==> src/rtl/core/tga_psd_pkg.sv <==
// Shared types and constants for the TGA pixel stream decoder.
// No dependencies; imported by tga_psd_pix_fmt and the top level.
package tga_psd_pkg;

	// Result status codes
	localparam logic [1:0] ST_PIXEL     = 2'd0;
	localparam logic [1:0] ST_BAD_TYPE  = 2'd1;
	localparam logic [1:0] ST_BAD_DEPTH = 2'd2;
	localparam logic [1:0] ST_TOO_LARGE = 2'd3;

	// Header layout
	localparam logic [4:0] HDR_ID_LEN    = 5'd0;
	localparam logic [4:0] HDR_MAP_TYPE  = 5'd1;
	localparam logic [4:0] HDR_IMG_TYPE  = 5'd2;
	localparam logic [4:0] HDR_MAP_LEN_L = 5'd5;
	localparam logic [4:0] HDR_MAP_LEN_H = 5'd6;
	localparam logic [4:0] HDR_MAP_BITS  = 5'd7;
	localparam logic [4:0] HDR_WIDTH_L   = 5'd12;
	localparam logic [4:0] HDR_WIDTH_H   = 5'd13;
	localparam logic [4:0] HDR_HEIGHT_L  = 5'd14;
	localparam logic [4:0] HDR_HEIGHT_H  = 5'd15;
	localparam logic [4:0] HDR_DEPTH     = 5'd16;
	localparam logic [4:0] HDR_LAST      = 5'd17;

	localparam logic [7:0] TYPE_TRUECOLOR = 8'd2;
	localparam logic [7:0] DEPTH_16       = 8'd16;
	localparam logic [7:0] DEPTH_24       = 8'd24;
	localparam logic [7:0] DEPTH_32       = 8'd32;

	// Bytes per pixel
	localparam logic [2:0] BPP_2 = 3'd2;
	localparam logic [2:0] BPP_4 = 3'd4;

	localparam logic [7:0] ALPHA_OPAQUE = 8'hFF;

	typedef struct packed {
		logic [7:0] c0;
		logic [7:0] c1;
		logic [7:0] c2;
		logic [7:0] c3;
	} chan_t;

endpackage

==> src/rtl/core/tga_psd_pix_fmt.sv <==
// Pixel format expansion: turns the assembled source bytes into four output bytes.
// Depends on tga_psd_pkg.
module tga_psd_pix_fmt
	import tga_psd_pkg::*;
(
	input  logic [2:0] pixel_bytes,
	input  logic [7:0] buf0,
	input  logic [7:0] buf1,
	input  logic [7:0] buf2,
	input  logic [7:0] last_byte,
	output chan_t      chan
);

	logic [15:0] px16;

	assign px16 = {last_byte, buf0};

	always_comb begin
		if (pixel_bytes == BPP_2) begin
			// 5-5-5: widen each field by three low bits, then add 7
			chan.c0 = {px16[4:0], 3'b000} + 8'd7;
			chan.c1 = {px16[9:5], 3'b000} + 8'd7;
			chan.c2 = {px16[14:10], 3'b000} + 8'd7;
			chan.c3 = ALPHA_OPAQUE;
		end else if (pixel_bytes == BPP_4) begin
			chan.c0 = buf0;
			chan.c1 = buf1;
			chan.c2 = buf2;
			chan.c3 = last_byte;
		end else begin
			chan.c0 = buf0;
			chan.c1 = buf1;
			chan.c2 = last_byte;
			chan.c3 = ALPHA_OPAQUE;
		end
	end

endmodule

==> src/rtl/core/tga_pixel_stream_decoder_top.sv <==
// TGA pixel stream decoder: one file byte per request in, zero or one pixel or error
// result per byte out. An accepted byte is loaded into the input register, and its result
// then into the result register once the output slot is free.
// Throughput: one byte per cycle, set by the single-pass control logic between the two
// registers; stalls only on output backpressure. Reset (arst_n low, asynchronous) empties
// both registers and returns the parser to idle, waiting for a byte flagged with file_start.
module tga_pixel_stream_decoder_top
	import tga_psd_pkg::*;
#(
	parameter int MAX_SIDE = 4096
) (
	input  logic        clk,
	input  logic        arst_n,
	input  logic        in_valid,
	output logic        in_ready,
	input  logic [7:0]  data_byte,
	input  logic        file_start,
	output logic        out_valid,
	input  logic        out_ready,
	output logic [25:0] byte_address,
	output logic [7:0]  chan0,
	output logic [7:0]  chan1,
	output logic [7:0]  chan2,
	output logic [7:0]  chan3,
	output logic [1:0]  status,
	output logic        last_pixel
);

	// Parser phases
	localparam logic [1:0] PH_IDLE   = 2'd0;
	localparam logic [1:0] PH_HEADER = 2'd1;
	localparam logic [1:0] PH_SKIP   = 2'd2;
	localparam logic [1:0] PH_PIXELS = 2'd3;

	localparam logic [15:0] MaxSide = 16'(MAX_SIDE);

	// Input register
	logic       in_valid_s1;
	logic [7:0] data_s1;
	logic       start_s1;

	// Output register
	logic        out_valid_q;
	logic [25:0] addr_q;
	chan_t       chan_q;
	logic [1:0]  status_q;
	logic        last_q;

	// Parser state
	logic [1:0]  phase_q, phase_d;
	logic [4:0]  hdr_cnt_q, hdr_cnt_d;
	logic [7:0]  id_len_q, id_len_d;
	logic [7:0]  map_type_q, map_type_d;
	logic [7:0]  img_type_q, img_type_d;
	logic [15:0] map_len_q, map_len_d;
	logic [7:0]  map_bits_q, map_bits_d;
	logic [15:0] width_q, width_d;
	logic [15:0] height_q, height_d;
	logic [7:0]  depth_q, depth_d;
	logic [21:0] skip_q, skip_d;
	logic [2:0]  pix_bytes_q, pix_bytes_d;
	logic [1:0]  bip_q, bip_d;
	logic [15:0] col_q, col_d;
	logic [15:0] row_q, row_d;
	logic [23:0] base_q, base_d;   // (height-row-1)*width, low 24 bits
	logic [7:0]  buf0_q, buf1_q, buf2_q;

	logic        out_free;
	logic        advance;
	logic [1:0]  eff_phase;
	logic [4:0]  eff_cnt;

	// Header-end arithmetic
	logic [8:0]  entry_sum;
	logic [5:0]  entry_bytes;
	logic [21:0] map_bytes;
	logic [21:0] skip_init;
	logic [23:0] base_prod;

	// Pixel path
	logic        pix_done;
	logic        at_last_col;
	logic        at_last_row;
	logic [23:0] pix_index;
	chan_t       pix_chan;

	// Result of this byte
	logic        res_valid;
	logic [25:0] res_addr;
	chan_t       res_chan;
	logic [1:0]  res_status;
	logic        res_last;

	// Output slot is free when empty or draining this cycle
	assign out_free = !out_valid_q || out_ready;
	assign advance  = in_valid_s1 && out_free;
	assign in_ready = !in_valid_s1 || out_free;

	// A flagged byte restarts the header from byte zero in any phase
	assign eff_phase = start_s1 ? PH_HEADER : phase_q;
	assign eff_cnt   = start_s1 ? 5'd0 : hdr_cnt_q;

	// Skip length: ID field plus, when map type is nonzero, a colour map of length * ceil(bits/8) bytes
	assign entry_sum   = {1'b0, map_bits_q} + 9'd7;
	assign entry_bytes = entry_sum[8:3];
	assign map_bytes   = {6'd0, map_len_q} * {16'd0, entry_bytes};
	assign skip_init   = 22'(id_len_q) + ((map_type_q != 8'd0) ? map_bytes : 22'd0);
	// Row base of the first (bottom-mapped) row
	assign base_prod   = {8'd0, height_q - 16'd1} * {8'd0, width_q};

	assign pix_done    = ({1'b0, bip_q} + 3'd1) == pix_bytes_q;
	assign at_last_col = col_q == (width_q - 16'd1);
	assign at_last_row = row_q == (height_q - 16'd1);
	assign pix_index   = base_q + 24'(col_q);

	tga_psd_pix_fmt u_pix_fmt (
		.pixel_bytes (pix_bytes_q),
		.buf0        (buf0_q),
		.buf1        (buf1_q),
		.buf2        (buf2_q),
		.last_byte   (data_s1),
		.chan        (pix_chan)
	);

	always_comb begin
		phase_d     = eff_phase;
		hdr_cnt_d   = eff_cnt;
		id_len_d    = id_len_q;
		map_type_d  = map_type_q;
		img_type_d  = img_type_q;
		map_len_d   = map_len_q;
		map_bits_d  = map_bits_q;
		width_d     = width_q;
		height_d    = height_q;
		depth_d     = depth_q;
		skip_d      = skip_q;
		pix_bytes_d = pix_bytes_q;
		bip_d       = bip_q;
		col_d       = col_q;
		row_d       = row_q;
		base_d      = base_q;
		res_valid   = 1'b0;
		res_addr    = '0;
		res_chan    = '0;
		res_status  = ST_PIXEL;
		res_last    = 1'b0;

		unique case (eff_phase)
			PH_HEADER: begin
				hdr_cnt_d = eff_cnt + 5'd1;
				case (eff_cnt)
					HDR_ID_LEN:    id_len_d = data_s1;
					HDR_MAP_TYPE:  map_type_d = data_s1;
					HDR_IMG_TYPE:  img_type_d = data_s1;
					HDR_MAP_LEN_L: map_len_d[7:0] = data_s1;
					HDR_MAP_LEN_H: map_len_d[15:8] = data_s1;
					HDR_MAP_BITS:  map_bits_d = data_s1;
					HDR_WIDTH_L:   width_d[7:0] = data_s1;
					HDR_WIDTH_H:   width_d[15:8] = data_s1;
					HDR_HEIGHT_L:  height_d[7:0] = data_s1;
					HDR_HEIGHT_H:  height_d[15:8] = data_s1;
					HDR_DEPTH:     depth_d = data_s1;
					default: ;
				endcase
				// Last header byte carries nothing; all fields are already registered
				if (eff_cnt == HDR_LAST) begin
					phase_d = PH_IDLE;
					if (img_type_q != TYPE_TRUECOLOR) begin
						res_valid  = 1'b1;
						res_status = ST_BAD_TYPE;
					end else if (depth_q != DEPTH_16 && depth_q != DEPTH_24 &&
							depth_q != DEPTH_32) begin
						res_valid  = 1'b1;
						res_status = ST_BAD_DEPTH;
					end else if (width_q > MaxSide || height_q > MaxSide) begin
						res_valid  = 1'b1;
						res_status = ST_TOO_LARGE;
					end else if (width_q != 16'd0 && height_q != 16'd0) begin
						pix_bytes_d = depth_q[5:3];
						col_d       = '0;
						row_d       = '0;
						bip_d       = '0;
						base_d      = base_prod;
						skip_d      = skip_init;
						phase_d     = (skip_init != 22'd0) ? PH_SKIP : PH_PIXELS;
					end
				end
			end
			PH_SKIP: begin
				skip_d = skip_q - 22'd1;
				if (skip_q == 22'd1) begin
					phase_d = PH_PIXELS;
				end
			end
			PH_PIXELS: begin
				if (!pix_done) begin
					bip_d = bip_q + 2'd1;
				end else begin
					bip_d      = '0;
					res_valid  = 1'b1;
					res_chan   = pix_chan;
					res_addr   = {pix_index, 2'b00};
					res_last   = at_last_row && at_last_col;
					if (at_last_row && at_last_col) begin
						phase_d = PH_IDLE;
					end else if (at_last_col) begin
						col_d  = '0;
						row_d  = row_q + 16'd1;
						base_d = base_q - 24'(width_q);
					end else begin
						col_d = col_q + 16'd1;
					end
				end
			end
			default: ;   // idle: drop unflagged bytes
		endcase
	end

	// Input register: hold a request until the core can take it
	always_ff @(posedge clk or negedge arst_n) begin
		if (!arst_n) begin
			in_valid_s1 <= 1'b0;
		end else if (in_ready) begin
			in_valid_s1 <= in_valid;
		end
	end

	always_ff @(posedge clk) begin
		if (in_ready && in_valid) begin
			data_s1  <= data_byte;
			start_s1 <= file_start;
		end
	end

	// Parser state
	always_ff @(posedge clk or negedge arst_n) begin
		if (!arst_n) begin
			phase_q     <= PH_IDLE;
			hdr_cnt_q   <= '0;
			id_len_q    <= '0;
			map_type_q  <= '0;
			img_type_q  <= '0;
			map_len_q   <= '0;
			map_bits_q  <= '0;
			width_q     <= '0;
			height_q    <= '0;
			depth_q     <= '0;
			skip_q      <= '0;
			pix_bytes_q <= '0;
			bip_q       <= '0;
			col_q       <= '0;
			row_q       <= '0;
			base_q      <= '0;
		end else if (advance) begin
			phase_q     <= phase_d;
			hdr_cnt_q   <= hdr_cnt_d;
			id_len_q    <= id_len_d;
			map_type_q  <= map_type_d;
			img_type_q  <= img_type_d;
			map_len_q   <= map_len_d;
			map_bits_q  <= map_bits_d;
			width_q     <= width_d;
			height_q    <= height_d;
			depth_q     <= depth_d;
			skip_q      <= skip_d;
			pix_bytes_q <= pix_bytes_d;
			bip_q       <= bip_d;
			col_q       <= col_d;
			row_q       <= row_d;
			base_q      <= base_d;
		end
	end

	// Pixel assembly buffer; the final byte of a pixel is used straight from the input
	always_ff @(posedge clk) begin
		if (advance && eff_phase == PH_PIXELS && !pix_done) begin
			case (bip_q)
				2'd0:    buf0_q <= data_s1;
				2'd1:    buf1_q <= data_s1;
				default: buf2_q <= data_s1;
			endcase
		end
	end

	// Result register
	always_ff @(posedge clk or negedge arst_n) begin
		if (!arst_n) begin
			out_valid_q <= 1'b0;
		end else if (out_free) begin
			out_valid_q <= advance && res_valid;
		end
	end

	always_ff @(posedge clk) begin
		if (advance && res_valid) begin
			addr_q   <= res_addr;
			chan_q   <= res_chan;
			status_q <= res_status;
			last_q   <= res_last;
		end
	end

	assign out_valid    = out_valid_q;
	assign byte_address = addr_q;
	assign chan0        = chan_q.c0;
	assign chan1        = chan_q.c1;
	assign chan2        = chan_q.c2;
	assign chan3        = chan_q.c3;
	assign status       = status_q;
	assign last_pixel   = last_q;

endmodule
==> config.mk <==
export PLATFORM = sky130hd
export DESIGN_NAME = tga_pixel_stream_decoder_top
export DESIGN_NICKNAME = d
export VERILOG_FILES = /design/src/rtl/core/tga_psd_pkg.sv /design/src/rtl/core/tga_psd_pix_fmt.sv /design/src/rtl/core/tga_pixel_stream_decoder_top.sv
export SDC_FILE = /design/constraint.sdc
export NUM_CORES = 1
export LEC_CHECK = 0
export ABC_CLOCK_PERIOD_IN_PS = 12900
export BUFFER_PORTS_ARGS = -buffer_cell sky130_fd_sc_hd__buf_2
export CORE_MARGIN = 3
export CORE_UTILIZATION = 55
export CTS_CLUSTER_SIZE = 10
export DETAILED_ROUTE_END_ITERATION = 10
export GPL_TIMING_DRIVEN = 0
export PLACE_DENSITY = 0.72
export RECOVER_POWER = 25
export SLEW_MARGIN = 20
export SYNTH_ARGS = -nofsm -noshare
export SYNTH_HDL_FRONTEND = slang
export SYNTH_HIERARCHICAL = 1
export SYNTH_SLANG_ARGS = --single-unit
==> constraint.sdc <==
create_clock -name clk -period 12.9 [get_ports clk]
set_input_delay 3.87 -clock clk [delete_from_list [all_inputs] [get_ports clk]]
set_output_delay 3.87 -clock clk [all_outputs]
set_load 0.03 [all_outputs]
==> results_dict.tcl, run 1 <==
set metrics [dict create \
    fin_skew_ps 23.3 \
    layout_setup_ws_ps 3100 \
    pre_cts_ws_ps 3220 \
    yosysWarningCount 6 \
    syn_area_um2 25600 \
    layout_commonest_cell "nand2_1" \
    initial_utilization 0.560 \
    drv_cap 2 \
    slew_headroom -1.85 \
    syn_area_per_cell_um2 9.25 \
    p_per_area_nw_per_um2 176 \
    crit_arrival_ps 10280 \
    synthToLayoutAreaGrowth_pct 8.45 \
    cpMostUsedCell "fa_1" \
    crit_buf_inv 7 \
    cts_tree "built" \
    final_cell_mix "nand2_1 (336), inv_1 (316), fa_1 (228)" \
    reg2reg_depth 29 \
    gp_congestion 0.964 \
    hp-class "reg -> reg" \
    ys.flop_type "dfrtp_1" \
    synth_edf_count 92 \
    rsz0062_at_grt "false" \
    final_antenna_net_count 0 \
    p_int_mw 2.70 \
    wl_per_cell_um 19.6 \
    pwr-share-seq 0.238 \
    post-cts-setup-buffer-count 0 \
    min_to "hdr_cnt_q[4]$_DFFE_PN0P_" \
    power_frac_comb 0.579 \
    yosysSeqAreaShare 0.284 \
    drc 0 \
    synth_top_area_frac 0.178 \
    worst-path-max-fanout 10 \
    clock_power_share 0.182 \
    fin_crit_sh 0.760 \
    place.detailed.hpwl_um 52700 \
    synth.distinct_cells 89 \
    overflow 0 \
    cts_buffers 34 \
    cts_resized 0 \
    grt_max_degree 76 \
    dieHeight_um 222 \
    critPathMaxStageDelay_ps 700 \
    layout-drive-gt1-share 0.0886 \
    ir_worst_vdd_v 0.000190 \
    insertion_delay_ps 560 \
    min-delay-start "hdr_cnt_q[4]$_DFFE_PN0P_" \
    clock-root-buffer "clkbuf_16" \
    startpoint_type "flip-flop" \
    setup_viol 0 \
    dr.pass1.iters 5 \
    cts_sinks 272 \
    worstMarginPinSlew_ps 4280 \
    grt_pass1_wl_um 110000 \
    antenna_found_initial 0 \
    dieWidth_um 222 \
    fin_nets 3275 \
    wl_um 68600 \
    cts.htree.levels 2 \
    antennaDiodeCount 0 \
    nFillCells 3896 \
    pin_count 76 \
    setup_tns_ps 0 \
    period_needed_ps 9800 \
    run_status "finished, violations left" \
    hold_buffers 0 \
    worstPathRequired_ps 13380 \
    dieArea_um2 49100 \
    swShare 0.448 \
    seqCellArea_um2 7270 \
    path_delay_family "adder cells" \
    p_switching_mw 2.18 \
    slowest_stage "o41ai_1" \
    clk_path_buf_depth 3 \
    postSynth.asyncResetShare 0.662 \
    drt_iter0_markers 1683 \
    r2r_slack_ps 3100 \
    violations "max-capacitance violations, max-slew violations" \
    p_leak_nw 13.1 \
    reg2reg_to "base_q[23]$_DFFE_PN0P_" \
    r2r_start "height_q[0]$_DFFE_PN0P_" \
    coreArea_um2 45700 \
    finalHoldViolCount 0 \
    grt.total_usage 0.278 \
    rows 78 \
    maxSlewViolCount 110 \
    critPathCaptureType "flip-flop" \
    syn_inst 2766 \
    port_buffers 73 \
    synth_top_cell_by_area "fa_1" \
    synthTopCellsByArea "fa_1 (18%), dfrtp_1 (18%), edfxtp_1 (11%)" \
    max_freq_mhz 102 \
    vias_per_cell 5.92 \
    critPathKind "reg -> reg" \
    ys_ff_latch 272 \
    worst_hold_slack_ps 474 \
    path_clk_slew_ps 50 \
    hold_depth 2 \
    num_vias 20722 \
    grt_pass1_vias 20866 \
    multi_input_area_um2 16600 \
    power.total_mw 4.88 \
]
-- power by group through the flow --
stage | logic, mW | clock network, mW | registers [mW]
floorplan | 2.04 | 0 | 1.15
global placement | 2.71 | 0 | 1.17
detailed placement | 2.78 | 0 | 1.18
CTS | 2.80 | 0.905 | 1.16
global route | 3.09 | 0.940 | 1.18
finish | 2.83 | 0.889 | 1.16
-- synth_stat cells (all sizes together), types with 9 or more instances --
master,instances
buf,24
dfrtp,180
ha,155
fa,228
a21o,23
edfxtp,92
or3,25
xnor2,82
nand2b,28
and2,112
nor4,36
o211ai,9
nor2,202
a22o,10
nand2,336
and3,55
a211oi,11
nand3b,9
xor2,58
o22ai,13
o21ai,114
mux2,86
nand4,25
a31oi,18
or2,22
inv,318
o21a,20
nor2b,21
a21oi,103
clkbuf,104
nand3,49
nor3,69
a21boi,9
-- area by class of cell --
cell class | count | area share
Sequential cell | 272 | 0.262
Timing Repair Buffer | 76 | 0.0150
Multi-Input combinational cell | 2049 | 0.598
Clock inverter | 6 | 0.00257
Inverter | 318 | 0.0430
Clock buffer | 53 | 0.0336
Tap cell | 600 | 0.0271
Buffer | 128 | 0.0192
-- state kept, by name, indices dropped and copies added (netlist names), 3 cells and up --
signal and cells:
map_type_q 8, chan3 8, chan1 8, base_q 24, map_len_q 16, skip_q 22, height_q 16, buf2_q 8
id_len_q 8, hdr_cnt_q 5, depth_q 8, map_bits_q 8, buf1_q 8, img_type_q 8, row_q 16, pix_bytes_q 3
data_s1 8, chan2 8, byte_address 24, width_q 16, col_q 16, buf0_q 8, chan0 8
-- worst max-delay path by stage --
stage / startpoint / end / slack [ps] / depth (start not counted)
final: height_q[0]$_DFFE_PN0P_ / base_q[23]$_DFFE_PN0P_ / 3100 / 29
after floorplan: out_ready / in_ready / 4810 / 1
after global placement: height_q[0]$_DFFE_PN0P_ / base_q[23]$_DFFE_PN0P_ / 3350 / 29
after detailed placement: height_q[0]$_DFFE_PN0P_ / base_q[23]$_DFFE_PN0P_ / 3220 / 29
after CTS: height_q[0]$_DFFE_PN0P_ / base_q[23]$_DFFE_PN0P_ / 3200 / 29
after global routing: height_q[0]$_DFFE_PN0P_ / base_q[23]$_DFFE_PN0P_ / 2710 / 29
-- tightest hold or removal path, delay by kind of cell (launching register included) --
kind,cells,cell delay [ps]
AOI/OAI and AO/OA,1,60
DFF,1,330
and+or+nand+nor,1,40
-- cells by family after synthesis --
| family | count (synthesis) | synth area share |
|---|---|---|
| XOR/XNOR | 149 | 0.0560 |
| multiplexers | 91 | 0.0398 |
| AND/OR/NAND/NOR | 1020 | 0.196 |
| flip-flops | 272 | 0.284 |
| adder cells (fa/ha/maj) | 383 | 0.254 |
| AO/OA/AOI/OAI | 404 | 0.102 |
| other | 1 | 0.000147 |
| buffers and inverters | 446 | 0.0675 |
-- per-layer routing --
metal / global-route usage / share of wire / routed length, um
met1: 0.381 / 0.42 / 29100
met2: 0.458 / 0.47 / 32300
met3: 0.0405 / 0.072 / 4910
met4: 0.0939 / 0.033 / 2250
met5: 0 / 0 / 0
-- through the flow --
stage                     instances  instance area [um^2]   util
after CTS                      3502                 27800  0.608
after floorplan                2767                 25600      -
after global routing           3502                 27700  0.607
after global placement         3440                 26700  0.585
final                          3502                 27700  0.607
after detailed placement       3443                 26800  0.586
(Power assumes the default switching activity.)
==> inputs of run 2 (changes only) <==
--- a/config.mk
+++ b/config.mk
@@ -5,14 +5,14 @@
 export SDC_FILE = /design/constraint.sdc
 export NUM_CORES = 1
 export LEC_CHECK = 0
-export ABC_CLOCK_PERIOD_IN_PS = 12900
+export ABC_CLOCK_PERIOD_IN_PS = 8200
 export BUFFER_PORTS_ARGS = -buffer_cell sky130_fd_sc_hd__buf_2
 export CORE_MARGIN = 3
 export CORE_UTILIZATION = 55
 export CTS_CLUSTER_SIZE = 10
 export DETAILED_ROUTE_END_ITERATION = 10
 export GPL_TIMING_DRIVEN = 0
-export PLACE_DENSITY = 0.72
+export PLACE_DENSITY = 0.75
 export RECOVER_POWER = 25
 export SLEW_MARGIN = 20
 export SYNTH_ARGS = -nofsm -noshare
==> constraint.sdc (replaced) <==
create_clock -name clk -period 8.2 [get_ports clk]
set_input_delay 2.46 -clock clk [delete_from_list [all_inputs] [get_ports clk]]
set_output_delay 2.46 -clock clk [all_outputs]
set_load 0.03 [all_outputs]
==> results_dict.tcl, run 2 (synthesized netlist as in run 1, its figures left out) <==
set metrics [dict create \
    run_status "finished, violations left" \
    violations "max-capacitance violations, max-slew violations" \
    clock-root-buffer "clkbuf_16" \
    r2r_start "height_q[0]$_DFFE_PN0P_" \
    setup_viol 0 \
    p_int_mw 4.49 \
    layout_setup_ws_ps 176 \
    grt_pass1_vias 21342 \
    cpMostUsedCell "fa_1" \
    critPathKind "reg -> reg" \
    slowest_stage "or4_1" \
    initial_utilization 0.560 \
    reg2reg_to "base_q[22]$_DFFE_PN0P_" \
    final_cell_mix "nand2_1 (335), inv_1 (315), fa_1 (228)" \
    critPathMaxStageDelay_ps 560 \
    wl_um 69900 \
    min_to "hdr_cnt_q[4]$_DFFE_PN0P_" \
    critPathCaptureType "flip-flop" \
    nFillCells 3787 \
    drc 0 \
    gp_congestion 0.944 \
    fin_skew_ps 21.0 \
    p_leak_nw 13.3 \
    num_vias 21080 \
    clk_path_buf_depth 3 \
    dieWidth_um 222 \
    swShare 0.443 \
    min-delay-start "hdr_cnt_q[4]$_DFFE_PN0P_" \
    finalHoldViolCount 0 \
    power.total_mw 8.05 \
    antenna_found_initial 0 \
    wl_per_cell_um 19.9 \
    antennaDiodeCount 0 \
    dr.pass1.iters 6 \
    drv_cap 1 \
    fin_nets 3291 \
    pwr-share-seq 0.228 \
    insertion_delay_ps 560 \
    vias_per_cell 5.99 \
    port_buffers 73 \
    worst-path-max-fanout 10 \
    worstPathRequired_ps 8570 \
    r2r_slack_ps 180 \
    maxSlewViolCount 95 \
    dieArea_um2 49100 \
    ir_worst_vdd_v 0.000395 \
    p_per_area_nw_per_um2 286 \
    pin_count 76 \
    grt_pass1_wl_um 112000 \
    cts_tree "built" \
    place.detailed.hpwl_um 52700 \
    hp-class "reg -> reg" \
    worstMarginPinSlew_ps 4820 \
    hold_depth 2 \
    cts_sinks 272 \
    coreArea_um2 45700 \
    layout_commonest_cell "nand2_1" \
    synthToLayoutAreaGrowth_pct 10.1 \
    clock_power_share 0.180 \
    grt_max_degree 96 \
    period_needed_ps 8020 \
    cts_buffers 35 \
    overflow 0 \
    grt.total_usage 0.282 \
    rows 78 \
    max_freq_mhz 125 \
    layout-drive-gt1-share 0.107 \
    reg2reg_depth 29 \
    cp-startpoint "height_q[0]$_DFFE_PN0P_" \
    seqCellArea_um2 7270 \
    crit_arrival_ps 8400 \
    cts.htree.levels 2 \
    setup_tns_ps 0 \
    multi_input_area_um2 16800 \
    slew_headroom -2.21 \
    fin_crit_sh 0.979 \
    path_clk_slew_ps 50 \
    hold_buffers 0 \
    startpoint_type "flip-flop" \
    pre_cts_ws_ps -1350 \
    dieHeight_um 222 \
    final_antenna_net_count 0 \
    drt_iter0_markers 1883 \
    power_frac_comb 0.592 \
    p_switching_mw 3.56 \
]
run 2: cell count changes in the layout (fill, tap and decap cells not counted), sizes merged:
| cell | previous run | this run |
|---|---|---|
| buf | 98 | 121 |
| inv | 320 | 322 |
| clkinv | 4 | 2 |
| clkbuf | 159 | 152 |
| clkdlybuf4s25 | 0 | 1 |
run 2: per-stage QoR:
step / util / cell area [um^2] / hold WS [ps] / instances
6_report: 0.617 / 28200 / 479 / 3519
5_1_grt: 0.617 / 28200 / 513 / 3519
4_1_cts: 0.612 / 28000 / 480 / 3508
3_5_place_dp: 0.586 / 26800 / 468 / 3443
3_3_place_gp: 0.585 / 26700 / 462 / 3440
2_1_floorplan: - / 25600 / 442 / 2767
run 2: layout make-up:
cell class,count,area share
plain buffers,126,0.0204
well taps,600,0.0267
clock inverters,6,0.00253
clock buffers,55,0.0345
repair buffers,93,0.0195
flip-flops and latches,272,0.258
multi-input cells,2049,0.596
inverters,318,0.0424
run 2: power by group through the flow:
stage,Combinational (mW),Clock [mW],Sequential [mW]
6_report,4.77,1.45,1.84
5_1_grt,5.23,1.52,1.86
4_1_cts,4.48,1.46,1.83
3_5_place_dp,4.31,0,1.86
3_3_place_gp,4.21,0,1.84
2_1_floorplan,3.21,0,1.81
run 2: critical path, delay by kind of cell (launching register included):
family,cells,cell delay [ps]
flops,1,500
xor+xnor,1,160
fa+ha+maj,8,3450
compound gates,4,710
buf+inv,7,800
simple gates,8,1850
mux,1,330
run 2: timing repair:
action                     4_1_cts  5_1_grt
resized for setup               26       43
setup buffers                    5       12
pin swaps                        5        8
hold endpoints to repair         0        0
setup endpoints to repair       10        4
run 2: worst max path at each step:
stage                             endpoint  slack, ps  depth (start not counted)
global placement    base_q[23]$_DFFE_PN0P_      -1170                         29
finish              base_q[22]$_DFFE_PN0P_        180                         29
global route        base_q[22]$_DFFE_PN0P_        -60                         25
floorplan           base_q[23]$_DFFE_PN0P_        580                         29
detailed placement  base_q[23]$_DFFE_PN0P_      -1350                         29
CTS                 base_q[23]$_DFFE_PN0P_          7                         26
run 2: routing by layer:
| layer | up-vias | routed length (um) | GRT usage |
|---|---|---|---|
| li1 | 9515 | - | - |
| met1 | 10485 | 28500 | 0.371 |
| met2 | 876 | 33200 | 0.468 |
| met3 | 204 | 5210 | 0.0451 |
| met4 | 0 | 2990 | 0.114 |
| met5 | - | 0 | 0 |
